`src/sv/assert_macros.svh`:
```
// ----------------------------------------------------------------------------
// Assertion macros
// Shared concurrent assertion forms used by the project's RTL.
// ----------------------------------------------------------------------------
`ifndef ASSERT_MACROS_SVH
`define ASSERT_MACROS_SVH

// The consequent must hold in the same cycle as the antecedent.
`define ASSERT_SAME(label, clk, rst, ante, cons) \
   label: assert property (@(posedge clk) disable iff (rst) (ante) |-> (cons)) \
      else $error("assertion failed");

// The consequent must hold in the cycle after the antecedent.
`define ASSERT_NEXT(label, clk, rst, ante, cons) \
   label: assert property (@(posedge clk) disable iff (rst) (ante) |=> (cons)) \
      else $error("assertion failed");

// A check that also runs while reset is asserted.
`define ASSERT_ALWAYS(label, clk, ante, cons) \
   label: assert property (@(posedge clk) (ante) |-> (cons)) \
      else $error("assertion failed");

`endif

```
`src/sv/u8t_pkg.sv`:
```
`timescale 1ns / 1ps
// ----------------------------------------------------------------------------
// UART 8N1 package
// Types and constants shared by the transmitter, receiver and top level.
// ----------------------------------------------------------------------------
package u8t_pkg;

   localparam int DataBits    = 8;
   localparam int PeriodWidth = 16;
   localparam int RxTimerWidth = PeriodWidth + 1;
   localparam int CountWidth  = 4;

   localparam logic [PeriodWidth-1:0] PeriodReset = 16'd104;

   localparam logic [2:0] RegBitPeriod = 3'd0;

   typedef enum logic [1:0] {
      PH_IDLE  = 2'd0,
      PH_START = 2'd1,
      PH_DATA  = 2'd2,
      PH_STOP  = 2'd3
   } phase_type;

   typedef struct packed {
      logic line;
      logic busy;
   } tx_result_type;

   typedef struct packed {
      logic                valid;
      logic [DataBits-1:0] data;
   } rx_result_type;

   function automatic logic [PeriodWidth-1:0] eff_period(input logic [PeriodWidth-1:0] period);
      eff_period = (period == '0) ? PeriodWidth'(1) : period;
   endfunction

endpackage

```
`src/sv/u8t_tx.sv`:
```
`timescale 1ns / 1ps
// ----------------------------------------------------------------------------
// UART 8N1 transmitter
// Advances the transmit frame by one tick for every accepted transaction.
// ----------------------------------------------------------------------------
module u8t_tx
   import u8t_pkg::*;
(
   input  logic                   clock,
   input  logic                   reset,
   input  logic                   step,
   input  logic [PeriodWidth-1:0] period,
   input  logic                   tx_start,
   input  logic [DataBits-1:0]    tx_byte,
   output tx_result_type          result
);

   phase_type               phase_ff, phase_in, phase_cur;
   logic [DataBits-1:0]     shift_ff, shift_in, shift_cur;
   logic [CountWidth-1:0]   bits_ff, bits_in, bits_cur, bits_dec;
   logic [PeriodWidth-1:0]  timer_ff, timer_in, timer_cur, timer_dec;

   always_comb begin
      phase_cur = phase_ff;
      shift_cur = shift_ff;
      bits_cur  = bits_ff;
      timer_cur = timer_ff;
      if (phase_ff == PH_IDLE && tx_start) begin
         phase_cur = PH_START;
         shift_cur = tx_byte;
         bits_cur  = CountWidth'(DataBits);
         timer_cur = eff_period(period);
      end

      case (phase_cur)
         PH_START: result.line = 1'b0;
         PH_DATA:  result.line = shift_cur[0];
         default:  result.line = 1'b1;
      endcase
      result.busy = (phase_cur != PH_IDLE);

      timer_dec = timer_cur - PeriodWidth'(1);
      bits_dec  = bits_cur - CountWidth'(1);
      phase_in  = phase_cur;
      shift_in  = shift_cur;
      bits_in   = bits_cur;
      timer_in  = timer_cur;
      if (phase_cur != PH_IDLE) begin
         timer_in = timer_dec;
         if (timer_dec == '0) begin
            case (phase_cur)
               PH_START: begin
                  phase_in = PH_DATA;
                  timer_in = eff_period(period);
               end
               PH_DATA: begin
                  shift_in = shift_cur >> 1;
                  bits_in  = bits_dec;
                  phase_in = (bits_dec == '0) ? PH_STOP : PH_DATA;
                  timer_in = eff_period(period);
               end
               default: begin
                  phase_in = PH_IDLE;
               end
            endcase
         end
      end
   end

   always_ff @(posedge clock) begin
      if (reset) begin
         phase_ff <= PH_IDLE;
         shift_ff <= '0;
         bits_ff  <= '0;
         timer_ff <= '0;
      end else if (step) begin
         phase_ff <= phase_in;
         shift_ff <= shift_in;
         bits_ff  <= bits_in;
         timer_ff <= timer_in;
      end
   end

endmodule

```
`src/sv/u8t_rx.sv`:
```
`timescale 1ns / 1ps
// ----------------------------------------------------------------------------
// UART 8N1 receiver
// Detects the start bit, samples the data bits mid-bit and reports each byte.
// ----------------------------------------------------------------------------
module u8t_rx
   import u8t_pkg::*;
(
   input  logic                   clock,
   input  logic                   reset,
   input  logic                   step,
   input  logic [PeriodWidth-1:0] period,
   input  logic                   rx_line,
   output rx_result_type          result
);

   phase_type                phase_ff, phase_in;
   logic [DataBits-1:0]      shift_ff, shift_in;
   logic [DataBits-1:0]      last_ff, last_in;
   logic [CountWidth-1:0]    count_ff, count_in, count_inc;
   logic [RxTimerWidth-1:0]  timer_ff, timer_in, timer_dec;
   logic [PeriodWidth-1:0]   period_eff;

   always_comb begin
      period_eff = eff_period(period);
      timer_dec  = timer_ff - RxTimerWidth'(1);
      count_inc  = count_ff + CountWidth'(1);
      phase_in   = phase_ff;
      shift_in   = shift_ff;
      count_in   = count_ff;
      timer_in   = timer_ff;
      last_in    = last_ff;
      result.valid = 1'b0;
      if (phase_ff == PH_IDLE) begin
         if (!rx_line) begin
            phase_in = PH_DATA;
            shift_in = '0;
            count_in = '0;
            timer_in = RxTimerWidth'(period_eff >> 1) + RxTimerWidth'(period_eff);
         end
      end else begin
         timer_in = timer_dec;
         if (timer_dec == '0) begin
            if (phase_ff == PH_DATA) begin
               shift_in = {rx_line, shift_ff[DataBits-1:1]};
               count_in = count_inc;
               if (count_inc >= CountWidth'(DataBits)) begin
                  phase_in = PH_STOP;
               end
               timer_in = RxTimerWidth'(period_eff);
            end else begin
               phase_in     = PH_IDLE;
               last_in      = shift_ff;
               result.valid = 1'b1;
            end
         end
      end
      result.data = last_in;
   end

   always_ff @(posedge clock) begin
      if (reset) begin
         phase_ff <= PH_IDLE;
         shift_ff <= '0;
         count_ff <= '0;
         timer_ff <= '0;
         last_ff  <= '0;
      end else if (step) begin
         phase_ff <= phase_in;
         shift_ff <= shift_in;
         count_ff <= count_in;
         timer_ff <= timer_in;
         last_ff  <= last_in;
      end
   end

endmodule

```
`src/sv/uart_8n1_transceiver.sv`:
```
`timescale 1ns / 1ps
// Latency: a result appears in the cycle after its tick transaction is accepted.
// Throughput: one tick per cycle while rsp_tready holds; the result register frees as taken.
// The rate is set by the single result register behind the tick logic.
// Reset clears both frames to idle, the last byte to zero and bit_period to 104.
// ----------------------------------------------------------------------------
// UART 8N1 transceiver
// Stream-driven transmitter and receiver with an APB-style bit period register.
// ----------------------------------------------------------------------------
`include "assert_macros.svh"

module uart_8n1_transceiver
   import u8t_pkg::*;
(
   input  logic        clock,
   input  logic        reset,
   input  logic        req_tvalid,
   output logic        req_tready,
   input  logic [15:0] req_tdata,   // rx_line, tx_start, tx_byte[7:0], zero padding
   output logic        rsp_tvalid,
   input  logic        rsp_tready,
   output logic [15:0] rsp_tdata,   // tx_line, tx_busy, rx_valid, rx_byte[7:0], zero padding
   input  logic        csr_psel,
   input  logic        csr_penable,
   input  logic        csr_pwrite,
   input  logic [2:0]  csr_paddr,
   input  logic [31:0] csr_pwdata,
   output logic [31:0] csr_prdata,
   output logic        csr_pready
);

   logic                   req_accept;
   logic                   csr_write;
   logic [PeriodWidth-1:0] period_ff, period_in;
   logic                   rsp_valid_ff, rsp_valid_in;
   logic [15:0]            rsp_data_ff, rsp_data_in;
   tx_result_type          tx_result;
   rx_result_type          rx_result;

   assign csr_pready = 1'b1;
   assign csr_write  = csr_psel && csr_penable && csr_pwrite && csr_pready
                       && (csr_paddr[2] == RegBitPeriod[2]);
   assign csr_prdata = (csr_paddr[2] == RegBitPeriod[2]) ? {16'b0, period_ff} : 32'b0;
   assign period_in  = csr_write ? csr_pwdata[PeriodWidth-1:0] : period_ff;

   assign req_tready = !rsp_valid_ff || rsp_tready;
   assign req_accept = req_tvalid && req_tready;

   u8t_tx u_tx (
      .clock    (clock),
      .reset    (reset),
      .step     (req_accept),
      .period   (period_ff),
      .tx_start (req_tdata[1]),
      .tx_byte  (req_tdata[9:2]),
      .result   (tx_result)
   );

   u8t_rx u_rx (
      .clock   (clock),
      .reset   (reset),
      .step    (req_accept),
      .period  (period_ff),
      .rx_line (req_tdata[0]),
      .result  (rx_result)
   );

   always_comb begin
      rsp_valid_in = rsp_valid_ff && !rsp_tready;
      rsp_data_in  = rsp_data_ff;
      if (req_accept) begin
         rsp_valid_in = 1'b1;
         rsp_data_in  = {5'b0, rx_result.data, rx_result.valid, tx_result.busy,
                         tx_result.line};
      end
   end

   always_ff @(posedge clock) begin
      if (reset) begin
         period_ff    <= PeriodReset;
         rsp_valid_ff <= 1'b0;
      end else begin
         period_ff    <= period_in;
         rsp_valid_ff <= rsp_valid_in;
      end
   end

   always_ff @(posedge clock) begin
      rsp_data_ff <= rsp_data_in;
   end

   assign rsp_tvalid = rsp_valid_ff;
   assign rsp_tdata  = rsp_data_ff;

   `ASSERT_NEXT(a_accept_gives_result, clock, reset, req_accept, rsp_tvalid)
   `ASSERT_SAME(a_idle_line_high, clock, reset, rsp_tvalid && !rsp_tdata[1], rsp_tdata[0])
   `ASSERT_ALWAYS(a_reset_empty, clock, $past(reset), !rsp_tvalid)

endmodule

```
`config.mk`:
```
export PLATFORM = sky130hd
export DESIGN_NAME = uart_8n1_transceiver
export DESIGN_NICKNAME = d
export VERILOG_FILES = /design/src/sv/u8t_pkg.sv /design/src/sv/u8t_tx.sv /design/src/sv/u8t_rx.sv /design/src/sv/uart_8n1_transceiver.sv
export VERILOG_INCLUDE_DIRS = /design/src /design/src/sv
export SDC_FILE = /design/constraint.sdc
export NUM_CORES = 1
export LEC_CHECK = 0
export BUFFER_PORTS_ARGS = -buffer_cell sky130_fd_sc_hd__buf_2
export CORE_ASPECT_RATIO = 1.75
export CORE_MARGIN = 10
export CORE_UTILIZATION = 58
export CTS_CLUSTER_DIAMETER = 120
export CTS_CLUSTER_SIZE = 30
export DETAILED_ROUTE_END_ITERATION = 8
export PLACE_DENSITY = 0.77
export SYNTH_ARGS = -nofsm -noshare
export SYNTH_HDL_FRONTEND = slang
export SYNTH_HIERARCHICAL = 1
export SYNTH_SLANG_ARGS = --single-unit
```
`constraint.sdc`:
```
create_clock -name clock -period 4.4 [get_ports clock]
set_input_delay 0.44 -clock clock [delete_from_list [all_inputs] [get_ports clock]]
set_output_delay 0.44 -clock clock [all_outputs]
set_load 0.005 [all_outputs]
```
==> impl_metrics.toml <==
[layout]
final_cell_mix = "dfxtp_1, nor2_1, nand2_1"
layout-drive-gt1-share_pct = 15.85
syn2layout_area_growth_pct = 9.500
diodes = 0
fin_util_pct = 64.89
fin_nets = 1005
fin_cells = 1086
final_common_cell = "dfxtp_1"

[yosys]
ys_seq_area_share_pct = 28.69
synth_edf_count = 11
syn_inst = 869
synth-warning-count = 6
synth.avg_cell_area_um2 = 8.230
synth_seq_cells = 97
synth.distinct_cells = 80
yosys_most_used_dff = "dfxtp_1"
synthesis.area_um2 = 7152
async_flop_share_pct = 0

[cts]
cts_sinks = 97
cts_setup_buffers = 0
numCtsBuffers = 9
cts_max_level = 3
cts_hold_buf = 0
clk_latency_ns = 0.35
cts_root_buffer = "clkbuf_16"
cts_tree = "built"
clock_path_buffers = 2
clk_pin_slew_ns = 0.08
cts_resized = 0

[global_route]
grtUsageTotal_pct = 22.23
gr-total-overflow = 0
grt_pass1_wl_um = 32320
antenna_found_initial = 0
grt_max_degree = 88
grt_pass1_vias = 6533

[floorplan]
core_um2 = 12070
die_w_um = 103.9
die_y_um = 166.9
die_area_um2 = 17350
initial_utilization_pct = 59.26
rows = 53
io-pin-count = 109

[pwr]
p_leak_nw = 3.225
p_switching_uw = 782.2
comb_power_share_pct = 23.3
powerDensity_nw_per_um2 = 298.6
seq_power_share_pct = 42.4
power.share.clock_pct = 34.3
internal_power_mw = 1.556
p_sw_share_pct = 33.45
irDropWorstVdd_mv = 0.3095

[placed_design]
pre_cts_ws_ns = 0.6576
dp.cells = 1070
portBuffers = 62
hpwl_um = 14730
gp_congestion = 0.9287

[timing]
period_share_pct = 88.06
tns_ns = 0
worst_slew_margin_rel_pct = 15.69
finalSetupViolCount = 0
finClkSkew_ns = 0.01132
min_period_ns = 3.875
rsz0062_at_grt = "false"
timing.final.ws_setup_ns = 0.5253
max_freq_ghz = 0.2581
hold_viol = 0
slew_viol_final = 0
worstMarginPinSlew_ns = 1.265

[job]
drv_cap = 0

[drt]
avgRoutedWirePerCell_um = 18.61
remaining_drc_errors = 0
wl_met2_um = 11030
drt-met1-wl_um = 7391
drt-total-wl_um = 20210
vias_per_cell = 6.155
firstDrtPassIters = 4
top_layer_used = "met4"
vias = 6684
final_antenna_net_count = 0
drt_iter0_drc = 351
wl_met3_um = 1021

[worst_setup_path]
worstReg2RegEnd = "u_rx/timer_ff[12]"
cp-start-kind = "flop"
startpoint = "period_ff[9]"
worst-endpoint-arrival_ns = 4.11
path_cells = "inv_1 > ha_1 > nand4_1 > or4_1 > nand2_1 > mux2i_1 > ha_1 > a211oi_1 > o21a_1 > nor2_1 > a221oi_1 > nor2_1 > xnor2_1 > a2111oi_0"
worstPathRequired_ns = 4.63
crit_slowest_cell = "or4_1"
worst_r2r_path_depth = 14
r2r_slack_ns = 0.53
crit_fanout = 12
r2r_start = "period_ff[9]"
end_kind = "flop"
endpoint = "u_rx/timer_ff[12]"
cpPeakStageDelay_ns = 0.66
critPathKind = "reg -> reg"

[hold_path]
min_path_type = "in -> reg"

[run_status]
outcome = "finished, final reports clean"
[state kept, by name, summed over array words and instances (netlist names)]
| signal | flops |
|---|---|
| u_rx/count_ff | 4 |
| u_tx/timer_ff | 16 |
| u_rx/timer_ff | 17 |
| u_rx/phase_ff | 2 |
| rsp_tvalid | 1 |
| u_rx/shift_ff | 8 |
| u_rx/last_ff | 8 |
| u_tx/phase_ff | 2 |
| period_ff | 16 |
| u_tx/shift_ff | 8 |
| u_tx/bits_ff | 4 |
| rsp_tdata | 11 |
[routing by layer]
layer	GRT usage [%]	vias up
met1	22.28	3209
met4	11.91	0
met5	0	-
met2	42.44	223
li1	-	3206
met3	3.362	46
[how the worst min path moves through the flow]
stage | slack [ns] | to | cells after the start | startpoint
6_report | 0.32 | rsp_tvalid | 3 | req_tvalid
5_1_grt | 0.33 | rsp_tvalid | 3 | req_tvalid
4_1_cts | 0.32 | rsp_tvalid | 3 | req_tvalid
3_5_place_dp | 0.46 | u_tx/shift_ff[7] | 2 | u_tx/shift_ff[7]
3_3_place_gp | 0.45 | u_rx/count_ff[3] | 2 | u_rx/count_ff[3]
2_1_floorplan | 0.44 | u_tx/shift_ff[7] | 2 | u_tx/shift_ff[7]
[through the flow]
stage	instance area, um^2	hold WS, ns	power [mW]
2_1_floorplan	7227	0.4402	1.417
3_3_place_gp	7525	0.4506	1.533
3_5_place_dp	7525	0.4557	1.541
4_1_cts	7831	0.3196	2.345
5_1_grt	7831	0.3318	2.451
6_report	7831	0.3229	2.338
[cell usage after synthesis, types with 5 or more instances]
| master | count | share of area (%) |
|---|---|---|
| a21oi_1 | 55 | 3.8 |
| nor4b_1 | 5 | 0.61 |
| nor2b_1 | 12 | 1.0 |
| nand2b_1 | 31 | 2.7 |
| o22ai_1 | 6 | 0.52 |
| nor3_1 | 30 | 2.1 |
| and2b_2 | 6 | 0.73 |
| xnor2_1 | 20 | 2.4 |
| mux2_2 | 10 | 1.6 |
| nor4_1 | 12 | 1.0 |
| dfxtp_1 | 86 | 24 |
| nand4_1 | 12 | 1.0 |
| clkbuf_1 | 33 | 1.7 |
| nand2_1 | 71 | 3.7 |
| edfxtp_1 | 11 | 4.6 |
| a31oi_1 | 5 | 0.44 |
| a21o_1 | 5 | 0.52 |
| mux2i_1 | 51 | 7.1 |
| nor2_1 | 85 | 4.5 |
| a221o_1 | 5 | 0.70 |
| and2_1 | 9 | 0.79 |
| inv_1 | 32 | 1.7 |
| a211oi_1 | 24 | 2.5 |
| buf_4 | 23 | 2.4 |
| or3_1 | 10 | 0.87 |
| o221ai_1 | 10 | 1.2 |
| ha_1 | 31 | 5.4 |
| nand3_1 | 31 | 2.2 |
| o21ai_0 | 19 | 1.3 |
| buf_6 | 6 | 0.94 |
| o31ai_1 | 5 | 0.52 |
| or4_1 | 7 | 0.73 |
| xor2_1 | 17 | 2.1 |
[critical path: cells and delay by family (launching register included)]
| kind | cells | cell delay, ns |
|---|---|---|
| compound gates | 4 | 1.36 |
| simple gates | 5 | 1.16 |
| flops | 1 | 0.45 |
| fa+ha+maj | 2 | 0.38 |
| xor+xnor | 1 | 0.15 |
| buf+inv | 1 | 0.14 |
| mux | 1 | 0.09 |
[power by group through the flow]
stage / sequential (mW) / combinational, mW / clock [mW]
3_3_place_gp: 1.01 / 0.526 / 0
3_5_place_dp: 1.01 / 0.533 / 0
5_1_grt: 0.996 / 0.596 / 0.859
6_report: 0.991 / 0.545 / 0.803
4_1_cts: 0.988 / 0.537 / 0.819
2_1_floorplan: 0.993 / 0.423 / 0
[final cells by class]
cell class	instances	area, um^2
Clock buffer	9	225.2
Clock inverter	7	81.33
Fill cell	1116	4238
Inverter	32	120.1
Multi-Input combinational cell	689	4648
Sequential cell	97	2052
Tap cell	165	206.4
Timing Repair Buffer	87	498.0
[kinds of logic after synthesis]
family	share of synthesized area, %
AO/OA/AOI/OAI	18.19
XOR/XNOR	4.759
adder cells (fa/ha/maj)	5.423
buffers and inverters	7.540
flip-flops	28.69
multiplexers	8.712
other	0.1050
AND/OR/NAND/NOR	26.57
No activity file was read; power rests on OpenSTA's default activity.
